<file path="src/sv/assert_macros.svh">
// assertion helpers shared by the rtl files
`ifndef ASSERT_MACROS_SVH
`define ASSERT_MACROS_SVH

// checked on every edge outside reset
`define WSAP_ASSERT_RST(lbl, clk, rst_n, prop, msg) \
    lbl: assert property (@(posedge clk) disable iff (!rst_n) prop) else $error(msg);

// checked on every edge, reset included
`define WSAP_ASSERT(lbl, clk, prop, msg) \
    lbl: assert property (@(posedge clk) prop) else $error(msg);

`endif

</file>
<file path="src/sv/wsap_pkg.sv">
`timescale 1ns / 1ps
// ----------------------------------------------------------------------------
// wsap_pkg
// Shared types and constants of the windowed average and peak block.
// ----------------------------------------------------------------------------
package wsap_pkg;

    localparam int SAMPLE_W = 16;
    localparam int PEAK_W   = 15;

    typedef enum logic {
        OP_SAMPLE = 1'b0,
        OP_CLEAR  = 1'b1
    } t_op;

    typedef struct packed {
        t_op                        op;
        logic signed [SAMPLE_W-1:0] sample;
    } t_cmd;

endpackage

</file>
<file path="src/sv/wsap_front.sv">
`timescale 1ns / 1ps
// ----------------------------------------------------------------------------
// wsap_front
// Accepts items, classifies them into commands and holds them in a
// two-entry queue for the back end.
// ----------------------------------------------------------------------------
`include "assert_macros.svh"

module wsap_front (
    input  logic                i_clk,
    input  logic                i_rst_n,
    input  logic                i_valid,
    output logic                o_stall,
    input  logic                i_op,
    input  logic signed [15:0]  i_sample,
    output logic                o_q_valid,
    output wsap_pkg::t_cmd      o_q_cmd,
    input  logic                i_q_pop
);
    import wsap_pkg::*;

    t_cmd       r_q [2];
    logic       r_wp;
    logic       r_rp;
    logic [1:0] r_cnt;
    logic [1:0] n_cnt;
    t_cmd       w_cmd;
    logic       w_push;

    always_comb begin
        w_cmd.op     = t_op'(i_op);
        w_cmd.sample = i_sample;
        unique case (w_cmd.op)
            OP_SAMPLE: w_cmd.sample = i_sample;
            OP_CLEAR:  w_cmd.sample = '0;
            default:   w_cmd.sample = i_sample;
        endcase
    end

    assign o_stall   = (r_cnt == 2'd2);
    assign w_push    = i_valid && !o_stall;
    assign o_q_valid = (r_cnt != 2'd0);
    assign o_q_cmd   = r_q[r_rp];

    always_comb begin
        n_cnt = r_cnt;
        case ({w_push, i_q_pop})
            2'b10:   n_cnt = r_cnt + 2'd1;
            2'b01:   n_cnt = r_cnt - 2'd1;
            default: n_cnt = r_cnt;
        endcase
    end

    always_ff @(posedge i_clk) begin
        if (w_push) begin
            r_q[r_wp] <= w_cmd;
        end
    end

    always_ff @(posedge i_clk) begin
        if (!i_rst_n) begin
            r_wp  <= 1'b0;
            r_rp  <= 1'b0;
            r_cnt <= 2'd0;
        end else begin
            if (w_push) begin
                r_wp <= ~r_wp;
            end
            if (i_q_pop) begin
                r_rp <= ~r_rp;
            end
            r_cnt <= n_cnt;
        end
    end

    `WSAP_ASSERT_RST(a_pop_nonempty, i_clk, i_rst_n, i_q_pop |-> (r_cnt != 2'd0), "pop from empty queue")
    `WSAP_ASSERT_RST(a_cnt_range, i_clk, i_rst_n, r_cnt <= 2'd2, "queue count overflow")
    `WSAP_ASSERT_RST(a_ptr_cnt, i_clk, i_rst_n, (r_cnt == 2'd1) == (r_wp != r_rp), "queue pointers disagree with count")

endmodule

</file>
<file path="src/sv/wsap_div.sv">
`timescale 1ns / 1ps
// ----------------------------------------------------------------------------
// wsap_div
// Unsigned restoring divider, one quotient bit per cycle.
// ----------------------------------------------------------------------------
module wsap_div #(
    parameter int DW = 20,
    parameter int VW = 5
) (
    input  logic          i_clk,
    input  logic          i_rst_n,
    input  logic          i_start,
    input  logic [DW-1:0] i_dividend,
    input  logic [VW-1:0] i_divisor,
    output logic          o_done,
    output logic [DW-1:0] o_quotient
);
    localparam int SCW = $clog2(DW);

    logic           r_busy;
    logic           r_done;
    logic [SCW-1:0] r_step;
    logic [VW-1:0]  r_dvs;
    logic [VW-1:0]  r_rem;
    logic [DW-1:0]  r_quo;
    logic [VW:0]    w_trial;
    logic [VW:0]    w_diff;
    logic           w_fits;

    assign w_trial = {r_rem, r_quo[DW-1]};
    assign w_fits  = (w_trial >= {1'b0, r_dvs});
    assign w_diff  = w_trial - {1'b0, r_dvs};

    always_ff @(posedge i_clk) begin
        if (i_start) begin
            r_dvs <= i_divisor;
            r_rem <= '0;
            r_quo <= i_dividend;
        end else if (r_busy) begin
            r_rem <= w_fits ? w_diff[VW-1:0] : w_trial[VW-1:0];
            r_quo <= {r_quo[DW-2:0], w_fits};
        end
    end

    always_ff @(posedge i_clk) begin
        if (!i_rst_n) begin
            r_busy <= 1'b0;
            r_done <= 1'b0;
            r_step <= '0;
        end else begin
            r_done <= 1'b0;
            if (i_start) begin
                r_busy <= 1'b1;
                r_step <= '0;
            end else if (r_busy) begin
                r_step <= r_step + 1'b1;
                if (r_step == SCW'(DW - 1)) begin
                    r_busy <= 1'b0;
                    r_done <= 1'b1;
                end
            end
        end
    end

    assign o_done     = r_done;
    assign o_quotient = r_quo;

endmodule

</file>
<file path="src/sv/wsap_back.sv">
`timescale 1ns / 1ps
// ----------------------------------------------------------------------------
// wsap_back
// Holds the sample ring, walks the filled entries for sum and peak,
// divides by the fill count and registers the result.
// ----------------------------------------------------------------------------
`include "assert_macros.svh"

module wsap_back #(
    parameter int WINDOW_DEPTH = 16,
    parameter int CW           = 5
) (
    input  logic                i_clk,
    input  logic                i_rst_n,
    input  logic                i_q_valid,
    input  wsap_pkg::t_cmd      i_q_cmd,
    output logic                o_q_pop,
    output logic                o_valid,
    input  logic                i_stall,
    output logic signed [15:0]  o_average,
    output logic [14:0]         o_peak,
    output logic [CW-1:0]       o_fill_count
);
    import wsap_pkg::*;

    localparam int AW = (WINDOW_DEPTH > 1) ? $clog2(WINDOW_DEPTH) : 1;
    localparam int SW = SAMPLE_W + $clog2(WINDOW_DEPTH);

    typedef enum logic [3:0] {
        S_IDLE = 4'b0001,
        S_WALK = 4'b0010,
        S_DIV  = 4'b0100,
        S_DONE = 4'b1000
    } t_state;

    t_state                     r_state;
    logic signed [SAMPLE_W-1:0] r_ring [WINDOW_DEPTH];
    logic [AW-1:0]              r_widx;
    logic [CW-1:0]              r_cnt;
    logic [CW-1:0]              r_iss;
    logic                       r_rd_vld;
    logic signed [SAMPLE_W-1:0] r_rd_data;
    logic signed [SW-1:0]       r_sum;
    logic signed [SAMPLE_W-1:0] r_max;
    logic                       r_neg;
    logic signed [15:0]         r_avg;
    logic [PEAK_W-1:0]          r_peak;
    logic                       r_out_valid;
    logic signed [15:0]         r_out_avg;
    logic [PEAK_W-1:0]          r_out_peak;
    logic [CW-1:0]              r_out_cnt;

    logic          w_issue;
    logic          w_walk_end;
    logic          w_ring_we;
    logic          w_load_out;
    logic [AW-1:0] w_rd_addr;
    logic [SW-1:0] w_mag;
    logic          w_div_done;
    logic [SW-1:0] w_quo;
    logic [15:0]   w_q16;

    assign o_q_pop    = (r_state == S_IDLE) && i_q_valid;
    assign w_ring_we  = o_q_pop && (i_q_cmd.op == OP_SAMPLE);
    assign w_issue    = (r_state == S_WALK) && (r_iss != r_cnt);
    assign w_walk_end = (r_state == S_WALK) && !w_issue && !r_rd_vld;
    assign w_rd_addr  = r_iss[AW-1:0];
    assign w_mag      = $unsigned(r_sum[SW-1] ? -r_sum : r_sum);
    assign w_q16      = w_quo[15:0];
    assign w_load_out = (r_state == S_DONE) && (!r_out_valid || !i_stall);

    // ring memory, registered read
    always_ff @(posedge i_clk) begin
        if (w_ring_we) begin
            r_ring[r_widx] <= i_q_cmd.sample;
        end
        r_rd_data <= r_ring[w_rd_addr];
    end

    wsap_div #(
        .DW (SW),
        .VW (CW)
    ) u_div (
        .i_clk      (i_clk),
        .i_rst_n    (i_rst_n),
        .i_start    (w_walk_end),
        .i_dividend (w_mag),
        .i_divisor  (r_cnt),
        .o_done     (w_div_done),
        .o_quotient (w_quo)
    );

    // walk datapath
    always_ff @(posedge i_clk) begin
        if (w_ring_we) begin
            r_sum <= '0;
            r_max <= '0;
        end else if (r_rd_vld) begin
            r_sum <= r_sum + SW'(r_rd_data);
            if (r_rd_data > r_max) begin
                r_max <= r_rd_data;
            end
        end
        if (w_walk_end) begin
            r_neg  <= r_sum[SW-1];
            r_peak <= r_max[PEAK_W-1:0];
        end else if (o_q_pop && (i_q_cmd.op == OP_CLEAR)) begin
            r_peak <= '0;
        end
        if ((r_state == S_DIV) && w_div_done) begin
            r_avg <= $signed(r_neg ? -w_q16 : w_q16);
        end else if (o_q_pop && (i_q_cmd.op == OP_CLEAR)) begin
            r_avg <= '0;
        end
        if (w_load_out) begin
            r_out_avg  <= r_avg;
            r_out_peak <= r_peak;
            r_out_cnt  <= r_cnt;
        end
    end

    always_ff @(posedge i_clk) begin
        if (!i_rst_n) begin
            r_state     <= S_IDLE;
            r_widx      <= '0;
            r_cnt       <= '0;
            r_iss       <= '0;
            r_rd_vld    <= 1'b0;
            r_out_valid <= 1'b0;
        end else begin
            r_rd_vld <= w_issue;
            if (w_load_out) begin
                r_out_valid <= 1'b1;
            end else if (!i_stall) begin
                r_out_valid <= 1'b0;
            end
            unique case (r_state)
                S_IDLE: begin
                    if (o_q_pop) begin
                        unique case (i_q_cmd.op)
                            OP_CLEAR: begin
                                r_widx  <= '0;
                                r_cnt   <= '0;
                                r_state <= S_DONE;
                            end
                            OP_SAMPLE: begin
                                r_widx  <= (r_widx == AW'(WINDOW_DEPTH - 1)) ? '0
                                                                            : r_widx + 1'b1;
                                if (r_cnt != CW'(WINDOW_DEPTH)) begin
                                    r_cnt <= r_cnt + 1'b1;
                                end
                                r_iss   <= '0;
                                r_state <= S_WALK;
                            end
                            default: r_state <= S_IDLE;
                        endcase
                    end
                end
                S_WALK: begin
                    if (w_issue) begin
                        r_iss <= r_iss + 1'b1;
                    end
                    if (w_walk_end) begin
                        r_state <= S_DIV;
                    end
                end
                S_DIV: begin
                    if (w_div_done) begin
                        r_state <= S_DONE;
                    end
                end
                S_DONE: begin
                    if (w_load_out) begin
                        r_state <= S_IDLE;
                    end
                end
                default: r_state <= S_IDLE;
            endcase
        end
    end

    assign o_valid      = r_out_valid;
    assign o_average    = r_out_avg;
    assign o_peak       = r_out_peak;
    assign o_fill_count = r_out_cnt;

    `WSAP_ASSERT_RST(a_cnt_range, i_clk, i_rst_n, r_cnt <= CW'(WINDOW_DEPTH), "fill count beyond window")
    `WSAP_ASSERT_RST(a_widx_range, i_clk, i_rst_n, r_widx <= AW'(WINDOW_DEPTH - 1), "write index beyond window")
    `WSAP_ASSERT_RST(a_div_nonzero, i_clk, i_rst_n, (r_state == S_DIV) |-> (r_cnt != '0), "divide by empty window")

endmodule

</file>
<file path="src/sv/windowed_signal_average_peak.sv">
`timescale 1ns / 1ps
// ----------------------------------------------------------------------------
// windowed_signal_average_peak
// Moving window average and peak of signed Q8.8 signal-to-noise samples.
// ----------------------------------------------------------------------------
// Each sample item is stored in a ring of the last WINDOW_DEPTH samples and
// returns one item with the mean (truncated toward zero), the maximum floored
// at zero and the fill count; a clear item empties the window and returns
// zeros. For a sample item the ring is read one entry a cycle through its
// single read port, then a bit-serial divider produces one quotient bit a
// cycle. While a result waits in the output register, the back end finishes
// one more item and the two-entry queue at the input takes two more, so up
// to three further items are taken before the input stalls.
module windowed_signal_average_peak #(
    parameter int WINDOW_DEPTH = 16
) (
    input  logic                                  i_clk,
    input  logic                                  i_rst_n,
    input  logic                                  i_valid,
    output logic                                  o_stall,
    input  logic                                  i_op,
    input  logic signed [15:0]                    i_sample,
    output logic                                  o_valid,
    input  logic                                  i_stall,
    output logic signed [15:0]                    o_average,
    output logic [14:0]                           o_peak,
    output logic [$clog2(WINDOW_DEPTH + 1)-1:0]   o_fill_count
);
    import wsap_pkg::*;

    localparam int CW = $clog2(WINDOW_DEPTH + 1);

    logic w_q_valid;
    logic w_q_pop;
    t_cmd w_q_cmd;

    wsap_front u_front (
        .i_clk     (i_clk),
        .i_rst_n   (i_rst_n),
        .i_valid   (i_valid),
        .o_stall   (o_stall),
        .i_op      (i_op),
        .i_sample  (i_sample),
        .o_q_valid (w_q_valid),
        .o_q_cmd   (w_q_cmd),
        .i_q_pop   (w_q_pop)
    );

    wsap_back #(
        .WINDOW_DEPTH (WINDOW_DEPTH),
        .CW           (CW)
    ) u_back (
        .i_clk        (i_clk),
        .i_rst_n      (i_rst_n),
        .i_q_valid    (w_q_valid),
        .i_q_cmd      (w_q_cmd),
        .o_q_pop      (w_q_pop),
        .o_valid      (o_valid),
        .i_stall      (i_stall),
        .o_average    (o_average),
        .o_peak       (o_peak),
        .o_fill_count (o_fill_count)
    );

endmodule
</file>
<file path="config.mk">
export PLATFORM = sky130hd
export DESIGN_NAME = windowed_signal_average_peak
export DESIGN_NICKNAME = d
export VERILOG_FILES = /design/src/sv/wsap_pkg.sv /design/src/sv/wsap_front.sv /design/src/sv/wsap_div.sv /design/src/sv/wsap_back.sv /design/src/sv/windowed_signal_average_peak.sv
export VERILOG_INCLUDE_DIRS = /design/src /design/src/sv
export SDC_FILE = /design/constraint.sdc
export NUM_CORES = 1
export LEC_CHECK = 0
export BUFFER_PORTS_ARGS = -buffer_cell sky130_fd_sc_hd__buf_2
export CAP_MARGIN = 20
export CORE_AREA = 4 4 262 264
export DETAILED_ROUTE_END_ITERATION = 8
export DIE_AREA = 0 0 266 268
export GPL_TIMING_DRIVEN = 1
export PLACE_DENSITY = 0.41
export SETUP_SLACK_MARGIN = 0.1
export SYNTH_ARGS = -nofsm -noshare
export SYNTH_HDL_FRONTEND = slang
export SYNTH_SLANG_ARGS = --single-unit
</file>
<file path="constraint.sdc">
create_clock -name i_clk -period 4.1 [get_ports i_clk]
set_input_delay 0.41 -clock i_clk [delete_from_list [all_inputs] [get_ports i_clk]]
set_output_delay 0.41 -clock i_clk [all_outputs]
set_load 0.005 [all_outputs]
</file>
==> reports/metrics.yaml <==
clock_network:
  cts.repair.resized: 0
  cts.hold.buffers_added: 0
  cts-root-buf: "clkbuf_16"
  cts_tree: "yes"
  cts.clk_slew.worst_paths_ns: 0.06
  htreeDepth: 2
  numCtsBuffers: 53
  clock_sinks: 472
  clkLatencyLatePin_ns: 0.61
  postCtsSetupBuffers: 0
  clockBufferDepth: 3
floorplanning:
  dieWidth_um: 266
  num_io_pins: 59
  start_util_pct: 29.6
  dieArea_um2: 71300
  fp.dieH_um: 268
  row_count: 95
  core_area_um2: 66600
detailed_routing:
  drc_errors: 0
  vias_per_cell: 4.79
  first_pass_iters: 4
  drt_iter0_markers: 682
  routedWlPerCell_um: 20.1
  finalWirelength_um: 46500
  ant_nets: 0
  vias: 11100
place:
  gp_congestion: 0.768
  place_hpwl_um: 30400
  io_buffers: 58
global_routing:
  grt_max_degree: 55
  grt_pass1_wl_um: 71400
  grt_pass1_vias: 11300
  grt_usage_pct: 13.1
  antenna_found_initial: 0
  grt_overflow: 0
critical_path:
  r2r_setup_slack_ns: 1.04
  cp.required_ns: 4.33
  cp_max_fo: 20
  worstRegToRegCells: 6
  cp-end-kind: "flop"
  r2r_end: "u_back.u_div.o_quotient[7]"
  setup.worst_path.class: "flop to flop"
  r2r_start: "u_back.r_iss[1]"
  cp.arrival_ns: 3.29
  start_kind: "flop"
logic_synthesis:
  yosys_register_bits: 472
  async_flop_share_pct: 0
  ys_types: 58
  syn_avg_cell_area_um2: 15.2
  netlist_area_um2: 19700
  synth-seq-area-share_pct: 67.3
  synth_warnings: 0
  synthesis.nets: 1368
  synth_edf_count: 383
  ys.flop_type: "edfxtp_1"
  syn_inst: 1294
final_layout:
  utilization_pct: 34.4
  area_growth_pct: 16.2
  layout-drive-gt1-share_pct: 20.8
  nets: 1465
min_path:
  whs_endpoint: "u_back.r_state[0]"
  hp-class: "input pin to flop"
  holdCritStartpoint: "i_rst_n"
  min_path_cells: 2
timing:
  rsz0062_at_grt: "false"
  fmax_mhz: 327
  tightest_slew_ns: 1.00
  period_share_pct: 74.5
  finalHoldViolCount: 0
  min_period_ns: 3.06
  relSlewSlack_pct: 33.0
  final-max-slew-violation-count: 0
  fin_tns_setup_ns: 0
  skew_ns: 0.0341
  setup_viol: 0
pwr:
  p_leak_uw: 0.00762
  powerDensity_nw_per_um2: 554
  peakVddDrop_mv: 0.315
flow_run:
  cap_violations: 0
status:
  status: "completed"
==> worst max path at each step <==
stage,to,start,slack [ns],depth (start not counted)
after floorplan,u_back.r_ring[3][0],flop,1.00,5
after global placement,u_back.r_peak[7],u_back.r_iss[1],1.04,6
after detailed placement,u_back.r_peak[7],u_back.r_iss[1],1.02,6
after CTS,u_back.r_peak[8],u_back.r_iss[1],0.94,6
after global routing,u_back.u_div.o_quotient[2],u_back.r_iss[1],0.75,6
final,u_back.u_div.o_quotient[7],u_back.r_iss[1],1.04,6
==> logic make-up (layout without fill, tap and decap cells) <==
| logic type | count (synthesis) | after routing | synth area share, % |
|---|---|---|---|
| AO/OA/AOI/OAI | 192 | 192 | 5.85 |
| XOR/XNOR | 64 | 64 | 2.84 |
| adder cells (fa/ha/maj) | 53 | 53 | 3.44 |
| buffers and inverters | 98 | 240 | 1.93 |
| flip-flops | 472 | 472 | 67.3 |
| multiplexers | 121 | 121 | 11.3 |
| other | 0 | 1 | 0 |
| AND/OR/NAND/NOR | 294 | 294 | 7.26 |
==> sequential cells by signal, summed over array words and instances, names as in the netlist, 15 cells and up, named ones only <==
signal	cells
u_back.r_ring	256
u_back.o_average	16
u_back.r_avg	16
u_back.r_rd_data	16
u_front.r_q	34
u_back.u_div.o_quotient	20
u_back.o_peak	15
u_back.r_peak	15
u_back.r_max	16
u_back.r_sum	20
==> worst max-delay path, cell delays in order (launching register included) <==
cell	delay [ns]
dfxtp_2	0.61
xnor2_1	0.18
nand2_1	0.09
or2_1	0.55
nor3_4	0.26
buf_4	0.26
or2_1	0.71
==> routing by layer <==
metal,vias up,global-route usage [%],wire (µm)
li1,5192,-,-
met3,69,2.48,1940
met1,5621,17.5,21000
met4,0,4.05,1090
met5,-,0,0
met2,181,21.7,22400
==> cells in the mapped netlist (5+ instances only) <==
cell	count	area share, %
a211oi_1	10	0.38
a21o_1	14	0.53
a21oi_1	75	1.9
a31oi_1	6	0.19
buf_1	5	0.095
buf_2	10	0.25
clkbuf_1	41	0.78
dfxtp_1	89	9.0
edfxtp_1	383	58
ha_1	51	3.2
inv_1	40	0.76
mux2_2	18	1.0
mux2i_1	20	1.0
mux4_2	80	9.1
nand2_1	49	0.93
nand2b_1	9	0.29
nand3_1	28	0.71
nand4_1	18	0.57
nor2_1	113	2.2
nor2b_1	22	0.70
nor3_1	12	0.30
nor4_1	17	0.54
o211ai_1	7	0.27
o21ai_0	27	0.69
o21ai_1	20	0.51
o31ai_1	9	0.34
o41ai_1	6	0.27
xnor2_1	23	1.0
xor2_1	41	1.8
==> layout by cell type, fill, tap and decap left out, drive strengths merged, types with 10 or more instances in the layout <==
cell and count:
nor3 13, clkinv 17, dfxtp 89, nand4 18, a21oi 75, xnor2 23
nor2b 22, xor2 41, mux4 80, a21o 14, mux2 21, a211oi 10
o21ai 47, inv 43, nand2 50, edfxtp 383, clkbuf 79, mux2i 20
nor2 113, nand3 28, nor4 17, buf 98, ha 51
==> report_power, final <==
group	switching (µW)	total, µW	internal [µW]
combinational	1340	2030	692
clock	1920	4450	2540
sequential	266	6200	5930
==> layout make-up <==
type | instances | area (µm²)
clock inverter | 21 | 185
tap | 873 | 1090
fill | 6467 | 43600
sequential | 472 | 13300
timing repair buffer | 98 | 598
antenna | 1 | 2.50
clock buffer | 79 | 1460
multi-input combinational | 724 | 6140
inverter | 42 | 158
==> stage by stage <==
step / hold WS, ns / instances / power (µW) / cell area [µm²] / worst slack (ns)
after floorplan: 0.400 / 1294 / 7600 / 19700 / 1.00
after global placement: 0.403 / 2208 / 8330 / 21300 / 1.04
after detailed placement: 0.405 / 2209 / 8380 / 21300 / 1.02
after CTS: 0.0738 / 2309 / 12900 / 22900 / 0.945
after global routing: 0.101 / 2309 / 13400 / 22900 / 0.750
final: 0.116 / 2310 / 12700 / 22900 / 1.04
Note: power is estimated with default switching activity, not from simulation.
